--- src/sfp_pkg.sv ---
package sfp_pkg;

    localparam int MAX_LEN   = 32;
    localparam int LEN_W     = 6;
    localparam int VIS_BYTES = 7;

    localparam logic [7:0] SYNC1_BYTE   = 8'hAA;
    localparam logic [7:0] SYNC2_BYTE   = 8'h55;
    localparam logic [7:0] CR_BYTE      = 8'h0D;
    localparam logic [7:0] LF_BYTE      = 8'h0A;
    localparam logic [7:0] TYPE_VISION  = 8'h01;
    localparam logic [7:0] TYPE_CMD     = 8'h02;
    localparam logic [7:0] CMD_START    = 8'h01;
    localparam logic [7:0] CMD_MIS_LO   = 8'h11;
    localparam logic [7:0] CMD_MIS_HI   = 8'h14;
    localparam logic [7:0] CH_MIS_1     = 8'h31;
    localparam logic [7:0] CH_MIS_2     = 8'h32;
    localparam logic [7:0] CH_MIS_3     = 8'h33;
    localparam logic [7:0] CH_MIS_4     = 8'h34;
    localparam logic [7:0] CH_START_LC  = 8'h73;
    localparam logic [7:0] CH_START_UC  = 8'h53;
    localparam logic [7:0] CH_STOP_LC   = 8'h78;
    localparam logic [7:0] CH_STOP_UC   = 8'h58;

    localparam logic [2:0] EV_NONE    = 3'd0;
    localparam logic [2:0] EV_VISION  = 3'd1;
    localparam logic [2:0] EV_START   = 3'd2;
    localparam logic [2:0] EV_MISSION = 3'd3;
    localparam logic [2:0] EV_STOP    = 3'd4;

    typedef enum logic [2:0] {
        PH_SYNC1 = 3'd0,
        PH_SYNC2 = 3'd1,
        PH_LEN   = 3'd2,
        PH_TYPE  = 3'd3,
        PH_DATA  = 3'd4,
        PH_CSUM  = 3'd5,
        PH_CR    = 3'd6,
        PH_LF    = 3'd7
    } phase_t;

    typedef struct packed {
        logic [2:0]         event_kind;
        logic [2:0]         mission_number;
        logic signed [15:0] target_x;
        logic signed [15:0] target_y;
        logic [7:0]         class_code;
        logic [15:0]        blob_area;
    } event_t;

endpackage

--- src/sfp_byte_if.sv ---
interface sfp_byte_if;
    logic       valid;
    logic       ready;
    logic [7:0] rx_byte;

    modport source (output valid, output rx_byte, input ready);
    modport sink (input valid, input rx_byte, output ready);
endinterface

--- src/sfp_event_if.sv ---
interface sfp_event_if;
    logic               valid;
    logic               ready;
    logic [2:0]         event_kind;
    logic [2:0]         mission_number;
    logic signed [15:0] target_x;
    logic signed [15:0] target_y;
    logic [7:0]         class_code;
    logic [15:0]        blob_area;

    modport source (output valid, output event_kind, output mission_number,
                    output target_x, output target_y, output class_code,
                    output blob_area, input ready);
    modport sink (input valid, input event_kind, input mission_number,
                  input target_x, input target_y, input class_code,
                  input blob_area, output ready);
endinterface

--- src/sfp_parser.sv ---
module sfp_parser
    import sfp_pkg::*;
(
    input  logic       clk,
    input  logic       rst_n,
    input  logic       byte_en,
    input  logic [7:0] rx_byte,
    output event_t     result
);

    phase_t           phase_reg, phase_next;
    logic [LEN_W-1:0] len_reg, len_next;
    logic [7:0]       type_reg, type_next;
    logic [LEN_W-1:0] idx_reg, idx_next;
    logic [7:0]       xor_reg, xor_next;
    logic [7:0]       pay_reg [VIS_BYTES];
    logic [LEN_W-1:0] idx_inc;
    logic             is_cmd;
    logic             pay_wr;

    assign idx_inc = idx_reg + LEN_W'(1);

    always_comb
    begin
        unique case (rx_byte) inside
            CH_MIS_1, CH_MIS_2, CH_MIS_3, CH_MIS_4,
            CH_START_LC, CH_START_UC, CH_STOP_LC, CH_STOP_UC: is_cmd = 1'b1;
            default: is_cmd = 1'b0;
        endcase
    end

    // next state
    always_comb
    begin
        phase_next = phase_reg;
        len_next   = len_reg;
        type_next  = type_reg;
        idx_next   = idx_reg;
        xor_next   = xor_reg;
        pay_wr     = 1'b0;
        if (is_cmd)
        begin
            phase_next = PH_SYNC1;
        end
        else
        begin
            unique case (phase_reg)
                PH_SYNC1:
                begin
                    if (rx_byte == SYNC1_BYTE)
                        phase_next = PH_SYNC2;
                end
                PH_SYNC2:
                begin
                    phase_next = (rx_byte == SYNC2_BYTE) ? PH_LEN : PH_SYNC1;
                end
                PH_LEN:
                begin
                    if (rx_byte == 8'd0 || rx_byte > 8'(MAX_LEN))
                    begin
                        phase_next = PH_SYNC1;
                    end
                    else
                    begin
                        len_next   = rx_byte[LEN_W-1:0];
                        xor_next   = rx_byte;
                        phase_next = PH_TYPE;
                    end
                end
                PH_TYPE:
                begin
                    type_next  = rx_byte;
                    xor_next   = xor_reg ^ rx_byte;
                    idx_next   = '0;
                    phase_next = PH_DATA;
                end
                PH_DATA:
                begin
                    pay_wr   = 1'b1;
                    idx_next = idx_inc;
                    xor_next = xor_reg ^ rx_byte;
                    if (idx_inc >= len_reg)
                        phase_next = PH_CSUM;
                end
                PH_CSUM:
                begin
                    phase_next = (rx_byte == xor_reg) ? PH_CR : PH_SYNC1;
                end
                PH_CR:
                begin
                    phase_next = (rx_byte == CR_BYTE) ? PH_LF : PH_SYNC1;
                end
                PH_LF:
                begin
                    phase_next = PH_SYNC1;
                end
                default:
                begin
                    phase_next = PH_SYNC1;
                end
            endcase
        end
    end

    // outputs
    always_comb
    begin
        result = '0;
        if (is_cmd)
        begin
            case (rx_byte) inside
                CH_START_LC, CH_START_UC: result.event_kind = EV_START;
                CH_STOP_LC, CH_STOP_UC:   result.event_kind = EV_STOP;
                default:
                begin
                    result.event_kind     = EV_MISSION;
                    result.mission_number = rx_byte[2:0];
                end
            endcase
        end
        else if (phase_reg == PH_LF && rx_byte == LF_BYTE)
        begin
            if (type_reg == TYPE_VISION && len_reg >= LEN_W'(VIS_BYTES))
            begin
                result.event_kind = EV_VISION;
                result.target_x   = {pay_reg[1], pay_reg[0]};
                result.target_y   = {pay_reg[3], pay_reg[2]};
                result.class_code = pay_reg[4];
                result.blob_area  = {pay_reg[6], pay_reg[5]};
            end
            else if (type_reg == TYPE_CMD)
            begin
                if (pay_reg[0] == CMD_START)
                begin
                    result.event_kind = EV_START;
                end
                else if (pay_reg[0] >= CMD_MIS_LO && pay_reg[0] <= CMD_MIS_HI)
                begin
                    result.event_kind     = EV_MISSION;
                    result.mission_number = pay_reg[0][2:0];
                end
            end
        end
    end

    always_ff @(posedge clk or negedge rst_n)
    begin
        if (!rst_n)
        begin
            phase_reg <= PH_SYNC1;
            len_reg   <= '0;
            type_reg  <= '0;
            idx_reg   <= '0;
            xor_reg   <= '0;
        end
        else if (byte_en)
        begin
            phase_reg <= phase_next;
            len_reg   <= len_next;
            type_reg  <= type_next;
            idx_reg   <= idx_next;
            xor_reg   <= xor_next;
        end
    end

    // only the leading payload bytes are ever decoded
    always_ff @(posedge clk)
    begin
        for (int i = 0; i < VIS_BYTES; i++)
        begin
            if (byte_en && pay_wr && idx_reg == LEN_W'(i))
                pay_reg[i] <= rx_byte;
        end
    end

endmodule

--- src/sfp_out_buf.sv ---
module sfp_out_buf
    import sfp_pkg::*;
(
    input  logic   clk,
    input  logic   rst_n,
    input  logic   push,
    input  event_t push_data,
    output logic   push_ready,
    output logic   out_valid,
    output event_t out_data,
    input  logic   out_ready
);

    logic   out_valid_reg, out_valid_next;
    logic   skid_valid_reg, skid_valid_next;
    event_t out_reg, out_next;
    event_t skid_reg, skid_next;

    assign push_ready = !skid_valid_reg;
    assign out_valid  = out_valid_reg;
    assign out_data   = out_reg;

    always_comb
    begin
        out_valid_next  = out_valid_reg;
        skid_valid_next = skid_valid_reg;
        out_next        = out_reg;
        skid_next       = skid_reg;
        if (!out_valid_reg || out_ready) begin
            if (skid_valid_reg) begin
                out_valid_next  = 1'b1;
                out_next        = skid_reg;
                skid_valid_next = 1'b0;
            end else begin
                out_valid_next = push;
                out_next       = push_data;
            end
        end else if (push) begin
            skid_valid_next = 1'b1;
            skid_next       = push_data;
        end
    end

    always_ff @(posedge clk or negedge rst_n)
    begin
        if (!rst_n) begin
            out_valid_reg  <= 1'b0;
            skid_valid_reg <= 1'b0;
        end else begin
            out_valid_reg  <= out_valid_next;
            skid_valid_reg <= skid_valid_next;
        end
    end

    always_ff @(posedge clk)
    begin
        out_reg  <= out_next;
        skid_reg <= skid_next;
    end

endmodule

--- src/serial_frame_parser_xor.sv ---
// Serial frame parser. Every received byte yields exactly one event word, which
// is registered in the output buffer; most carry event_kind 0 (none). Command
// characters '1'..'4', 's'/'S' and 'x'/'X' report at once and drop any frame
// in progress. Frames are AA 55, length 1..32, type, payload, XOR checksum of
// length, type and payload, CR, LF; the event is reported on the LF byte.
// Throughput is one byte per clock while the output buffer has room: the parser
// state advances on every accepted byte, and a two-entry output buffer keeps rx
// ready through one stalled event word.
module serial_frame_parser_xor
    import sfp_pkg::*;
(
    input logic        clk,
    input logic        rst_n,
    sfp_byte_if.sink   rx,
    sfp_event_if.source evt
);

    logic   byte_en;
    logic   buf_ready;
    event_t result;
    event_t out_data;

    assign rx.ready = buf_ready;
    assign byte_en  = rx.valid && buf_ready;

    sfp_parser u_parser (
        .clk     (clk),
        .rst_n   (rst_n),
        .byte_en (byte_en),
        .rx_byte (rx.rx_byte),
        .result  (result)
    );

    sfp_out_buf u_out_buf (
        .clk        (clk),
        .rst_n      (rst_n),
        .push       (byte_en),
        .push_data  (result),
        .push_ready (buf_ready),
        .out_valid  (evt.valid),
        .out_data   (out_data),
        .out_ready  (evt.ready)
    );

    assign evt.event_kind     = out_data.event_kind;
    assign evt.mission_number = out_data.mission_number;
    assign evt.target_x       = out_data.target_x;
    assign evt.target_y       = out_data.target_y;
    assign evt.class_code     = out_data.class_code;
    assign evt.blob_area      = out_data.blob_area;

endmodule
--- src/flat_wrapper.sv ---
// flat-port wrapper written by rule: the top's interface ports become plain ports
module serial_frame_parser_xor_flat import sfp_pkg::*;
  (clk, rst_n, rx_valid, rx_rx_byte, rx_ready, evt_valid, evt_event_kind, evt_mission_number, evt_target_x, evt_target_y, evt_class_code, evt_blob_area, evt_ready);
  sfp_byte_if rx_i ();
  sfp_event_if evt_i ();
  input logic clk;
  input logic rst_n;
  input wire logic [$bits(rx_i.valid)-1:0] rx_valid;
  input wire logic [$bits(rx_i.rx_byte)-1:0] rx_rx_byte;
  output wire logic [$bits(rx_i.ready)-1:0] rx_ready;
  output wire logic [$bits(evt_i.valid)-1:0] evt_valid;
  output wire logic [$bits(evt_i.event_kind)-1:0] evt_event_kind;
  output wire logic [$bits(evt_i.mission_number)-1:0] evt_mission_number;
  output wire logic [$bits(evt_i.target_x)-1:0] evt_target_x;
  output wire logic [$bits(evt_i.target_y)-1:0] evt_target_y;
  output wire logic [$bits(evt_i.class_code)-1:0] evt_class_code;
  output wire logic [$bits(evt_i.blob_area)-1:0] evt_blob_area;
  input wire logic [$bits(evt_i.ready)-1:0] evt_ready;
  assign rx_i.valid = rx_valid;
  assign rx_i.rx_byte = rx_rx_byte;
  assign rx_ready = rx_i.ready;
  assign evt_valid = evt_i.valid;
  assign evt_event_kind = evt_i.event_kind;
  assign evt_mission_number = evt_i.mission_number;
  assign evt_target_x = evt_i.target_x;
  assign evt_target_y = evt_i.target_y;
  assign evt_class_code = evt_i.class_code;
  assign evt_blob_area = evt_i.blob_area;
  assign evt_i.ready = evt_ready;
  serial_frame_parser_xor u_core (.clk(clk), .rst_n(rst_n), .rx(rx_i), .evt(evt_i));
endmodule
--- config.mk ---
export PLATFORM = sky130hd
export DESIGN_NAME = serial_frame_parser_xor_flat
export DESIGN_NICKNAME = d
export VERILOG_FILES = /design/src/sfp_pkg.sv /design/src/sfp_byte_if.sv /design/src/sfp_event_if.sv /design/src/sfp_parser.sv /design/src/sfp_out_buf.sv /design/src/serial_frame_parser_xor.sv /design/src/flat_wrapper.sv
export SDC_FILE = /design/constraint.sdc
export NUM_CORES = 1
export LEC_CHECK = 0
export ABC_AREA = 1
export BUFFER_PORTS_ARGS = -buffer_cell sky130_fd_sc_hd__buf_2
export CORE_ASPECT_RATIO = 0.5
export CORE_MARGIN = 3
export CORE_UTILIZATION = 35
export DETAILED_ROUTE_END_ITERATION = 16
export MAX_ROUTING_LAYER = met4
export PLACE_DENSITY = 0.51
export RECOVER_POWER = 25
export SYNTH_ARGS = -nofsm -noshare
export SYNTH_HDL_FRONTEND = slang
export SYNTH_HIERARCHICAL = 1
export SYNTH_SLANG_ARGS = --single-unit
--- constraint.sdc ---
create_clock -name clk -period 14 [get_ports clk]
set_clock_uncertainty 0.2 [all_clocks]
set_input_delay 2.8 -clock clk [delete_from_list [all_inputs] [get_ports clk]]
set_output_delay 2.8 -clock clk [all_outputs]
set_load 0.01 [all_outputs]
* Yosys cells after proc, flatten, opt, wreduce, memory -nomap -nowiden
Memories as Yosys holds them, arrays and structs flattened.
Cells that the tools add are included.
** Storage, ports and cells
- Output and inout bits :: 64
- Logic and storage cells :: 164
- Bits in registers :: 157
- Memories :: 1
- RAM bits :: 56
** Memory list
- u_core.u_parser.pay_reg :: depth 7, width 8, read ports 7, clocked after memory_dff 0, wr ports 1, RTL line sfp_parser.sv:16 : logic [7:0] pay_reg [VIS_BYTES];
** Operators by class
- Eq/ne operators :: 32
- Muxes and demuxes :: 64
- Order comparisons :: 5
- Add/sub/neg operators :: 1
- Bitwise gates (word level) :: 4
- Reduce and logical (&&, ||, !) cells :: 38
** Operators by type and width (number)
- 62-bit 2-to-1 mux :: 2
- 56-bit 2-to-1 mux :: 2
- 8-bit 2-to-1 mux :: 7
- 8-bit OR reduction :: 7
- 3-bit 2-to-1 mux :: 18
- 8-bit by 7-bit equality test with 1-bit output, second input constant :: 5
- 8-bit by 6-bit equality test with 1-bit output, second input constant :: 4
- 1-bit 2-to-1 mux :: 26
- 3-bit case mux with 8 select lines :: 1
- 6-bit by 3-bit equality test with 1-bit output, second input constant :: 3
- 8-bit by 1-bit equality test with 1-bit output, second input constant :: 2
- 8-bit by 4-bit equality test with 1-bit output, second input constant :: 2
- 8-bit case mux with 2 select lines :: 1
- 3-bit equality test, second input constant :: 4
- 6-bit by 2-bit equality test with 1-bit output, second input constant :: 2
- 1-bit logical AND :: 12
- 6-bit 2-to-1 mux :: 2
- 6-bit case mux with 2 select lines :: 1
- 3-bit AND reduction :: 3
- 8-bit by 2-bit equality test with 1-bit output, second input constant :: 1
- 8-bit equality test :: 1
- 8-bit equality test, second input constant :: 1
- 8-bit by 5-bit greater-or-equal comparator with 1-bit output, second input constant :: 1
- 8-bit by 6-bit > comparator with 1-bit output, second input constant :: 1
- other kinds (22) :: 35

* Longest topological paths before layout
- Depth after elaboration :: 15
- Gate-level depth with buffers :: 15

* Hierarchy
The synthesis kept the hierarchy.
** Modules (own cells, without submodules)
- sfp_out_buf :: times used 1, cells an instance 333, area each 4630.7 µm²
- sfp_parser :: times used 1, cells an instance 477, area each 4470.5 µm²
- serial_frame_parser_xor :: times used 1, cells an instance 2, area each 7.5 µm²

* Least setup slack after synthesis
Ideal clock, no wire load.
- Path type :: input to register
- Start :: input evt_ready
- End :: register u_core/u_out_buf/skid_reg[0] (netlist bit) (enable)
- Library setup time :: 0.482 ns
- Arrival time :: 7.032 ns
- Cell stages on the path :: 3
- Path slack :: 6.286 ns
- Data required time :: 13.318 ns
- Cell sequence :: inv_1 > nand2_1 > nor2_1
** Between the ends
- Cells in the longest elaborated chain, start to end :: 3
** RTL lines
- from (decl) :: RTL line flat_wrapper.sv:18 : input wire logic [$bits(evt_i.ready)-1:0] evt_ready;
- 1-bit logical OR :: RTL line sfp_out_buf.sv:29 : if (!out_valid_reg || out_ready) begin
- 1-bit NOT (no source line)
- 2-bit AND reduction (no source line)
- to (signal assigned) :: RTL line sfp_out_buf.sv:58 : skid_reg <= skid_next;
- to (decl) :: RTL line sfp_out_buf.sv:17 : event_t skid_reg, skid_next;
No other way between the ends.
A chain may end at the register's enable or synchronous reset.

* Worst setup path in the final report
- Start :: input evt_ready
- End :: register u_core/u_out_buf/skid_reg[41] (netlist bit) (enable)
Same word-level chain as after synthesis.

==> results_dict.tcl <==
set metrics [dict create \
    status "finished with violations" \
    violations "capacitance limit, slew limit" \
    max_freq_mhz 150.2 \
    synthArstFlopShare_pct 15.49 \
    tns_ps 0 \
    ys_ff_latch 213 \
    worst_ep_required_time_ps 13970 \
    period_share_pct 47.55 \
    synth_area_per_cell_sq_um 11.22 \
    grt-ovfl-total 0 \
    yosys_most_used_dff "edfxtp_1" \
    max_stage_delay_ps 2480 \
    worst_pin_slew_ps 3583 \
    cts-root-to-sink-buffers 3 \
    final-setup-viol-count 0 \
    synth_edf_count 180 \
    hpwl_um 13460 \
    antenna_found_initial 1 \
    die_area_sq_um 28110 \
    layout-drive-gt1-share_pct 13.11 \
    hold_buffers 0 \
    port_buffers 75 \
    yosys_warnings 6 \
    grtUsageTotal_pct 15.11 \
    power_w 0.001391 \
    start_kind "input port" \
    dp.cells 1208 \
    powerDensity_nw_per_um2 133.7 \
    drt_first_pass_iters 5 \
    diodes 0 \
    rsz0062_at_grt "no" \
    endpoint_kind "flip-flop" \
    die_w_um 234.1 \
    h-tree-depth 1 \
    stdcell_count 1244 \
    drtIter0Drc 421 \
    cts_root_buf "clkbuf_16" \
    yosysSeqAreaShare_pct 68.41 \
    start_util_pct 35.87 \
    clock_sinks 213 \
    rows 41 \
    core_sq_um 25390 \
    final_common_cell "nand2_1" \
    cts_resized 0 \
    grt_pass1_vias 5896 \
    synth_cells 812 \
    hold_class "flip-flop to flip-flop" \
    grt_pass1_wl_um 32690 \
    fin_crit_ps 6657 \
    max-cap-violations 2 \
    numCtsBuffers 20 \
    cp_cell_sequence "buf_2, inv_1, nand2_2, clkbuf_1, nor2_4, buf_4" \
    synthToLayoutAreaGrowth_pct 14.22 \
    via_per_inst 4.691 \
    via_count 5836 \
    final_cell_mix "nand2_1, edfxtp_1, buf_2" \
    hold_violations 0 \
    maxSlewViolCount 100 \
    synth_cell_types 34 \
    clkSlewWorstSetupHoldPaths_ps 60 \
    route.detailed.drc 0 \
    cts_tree "built" \
    ant_nets 0 \
    grt_max_degree 66 \
    cp.arrival_ps 6620 \
    clock_latency_ps 490 \
    cts_setup_buffers 0 \
    cpMaxStageDelayCell "clkbuf_1" \
    finalNetCount 908 \
    holdWs_ps 291.8 \
    die_h_um 120.1 \
    wl_per_cell_um 16.33 \
    gp_congestion 0.9008 \
    drt_wl_total_um 20310 \
    syn_nets 834 \
    power.leakage_nw 4.249 \
    peakVddDrop_mv 0.07354 \
    relSlewSlack_pct -138.8 \
    netlist_area_sq_um 9109 \
    crit_fanout 65 \
    crit_type "input port to flip-flop" \
    ios 76 \
]
cell usage after synthesis (7+ instances only):
master    number  share of area (%)
o21ai_0       28                1.5
buf_2          7               0.38
ha_1          10                1.4
a21oi_1        7               0.38
inv_1         46                1.9
edfxtp_1     180                 59
o21ai_1        8               0.44
nor2_1        54                2.2
nor3b_1       54                4.5
nand3_1       24                1.3
nand4_1        7               0.48
buf_6          9                1.1
nand2_1      298                 12
buf_4          7               0.58
dfrtp_1       33                9.1
metal layers:
layer  vias to the layer above  wire (um)  part of all wire, %  track usage [%]
li1                       2880          -                    -                -
met1                      2810      10100                   50            21.70
met2                       111       8916                   44            22.51
met3                        35        825                  4.1            2.348
met4                         0        475                  2.3            3.893
met5                         -          0                    0                -
path summary, 6_finish.rpt:
kind                                                         to  cells after the start  slack, ps                        start
min in group asynchronous            u_core/u_parser/xor_reg[0]                      1       2650                        rst_n
worst max register to register    u_core/u_out_buf/skid_reg[41]                      4       9350   u_core/u_out_buf/out_valid
worst min register to register      u_core/u_parser/type_reg[7]                      2        290  u_core/u_parser/type_reg[7]
max in group asynchronous       u_core/u_out_buf/skid_valid_reg                      1       9690                        rst_n
worst min-delay path                u_core/u_parser/type_reg[7]                      2        290  u_core/u_parser/type_reg[7]
worst max-delay path              u_core/u_out_buf/skid_reg[41]                      6       7340                    evt_ready
critical path, delay by kind of cell:
| family | cells | cell delay (ps) |
|---|---|---|
| and+or+nand+nor | 2 | 610 |
| buffers and inverters | 4 | 3140 |
stage by stage:
| step | area (sq um) | util, % | setup WS, ps |
|---|---|---|---|
| global route | 10400 | 40.97 | 6915 |
| floorplan | 9109 | - | 6286 |
| detailed placement | 9768 | 38.47 | 8437 |
| global placement | 9768 | 38.47 | 8585 |
| CTS | 10420 | 41.03 | 8957 |
| finish | 10400 | 40.97 | 7343 |
where the power goes:
| group | leakage (nW) | internal, W | switching [W] | total, W |
|---|---|---|---|---|
| clock | 0.312 | 0.000315 | 0.000228 | 0.000543 |
| sequential | 2.18 | 0.000726 | 0.0000113 | 0.000738 |
| combinational | 1.76 | 0.0000306 | 0.0000800 | 0.000111 |
kinds of logic (layout without fill, tap and decap cells):
group,Yosys count,after routing,synth area share [%]
simple gates,456,456,22.49
flops,213,213,68.41
buf+inv,80,168,4.478
compound gates,47,47,2.679
fa+ha+maj,10,10,1.374
xor+xnor,6,6,0.5769
layout make-up:
| class | instances | area, sq um |
|---|---|---|
| Fill cell | 2477 | 14990 |
| Sequential cell | 213 | 6232 |
| Multi-Input combinational cell | 519 | 2485 |
| Clock buffer | 31 | 561.8 |
| Tap cell | 344 | 430.4 |
| Timing Repair Buffer | 82 | 412.9 |
| Inverter | 50 | 192.7 |
| Clock inverter | 5 | 88.84 |
(Power assumes the default switching activity.)
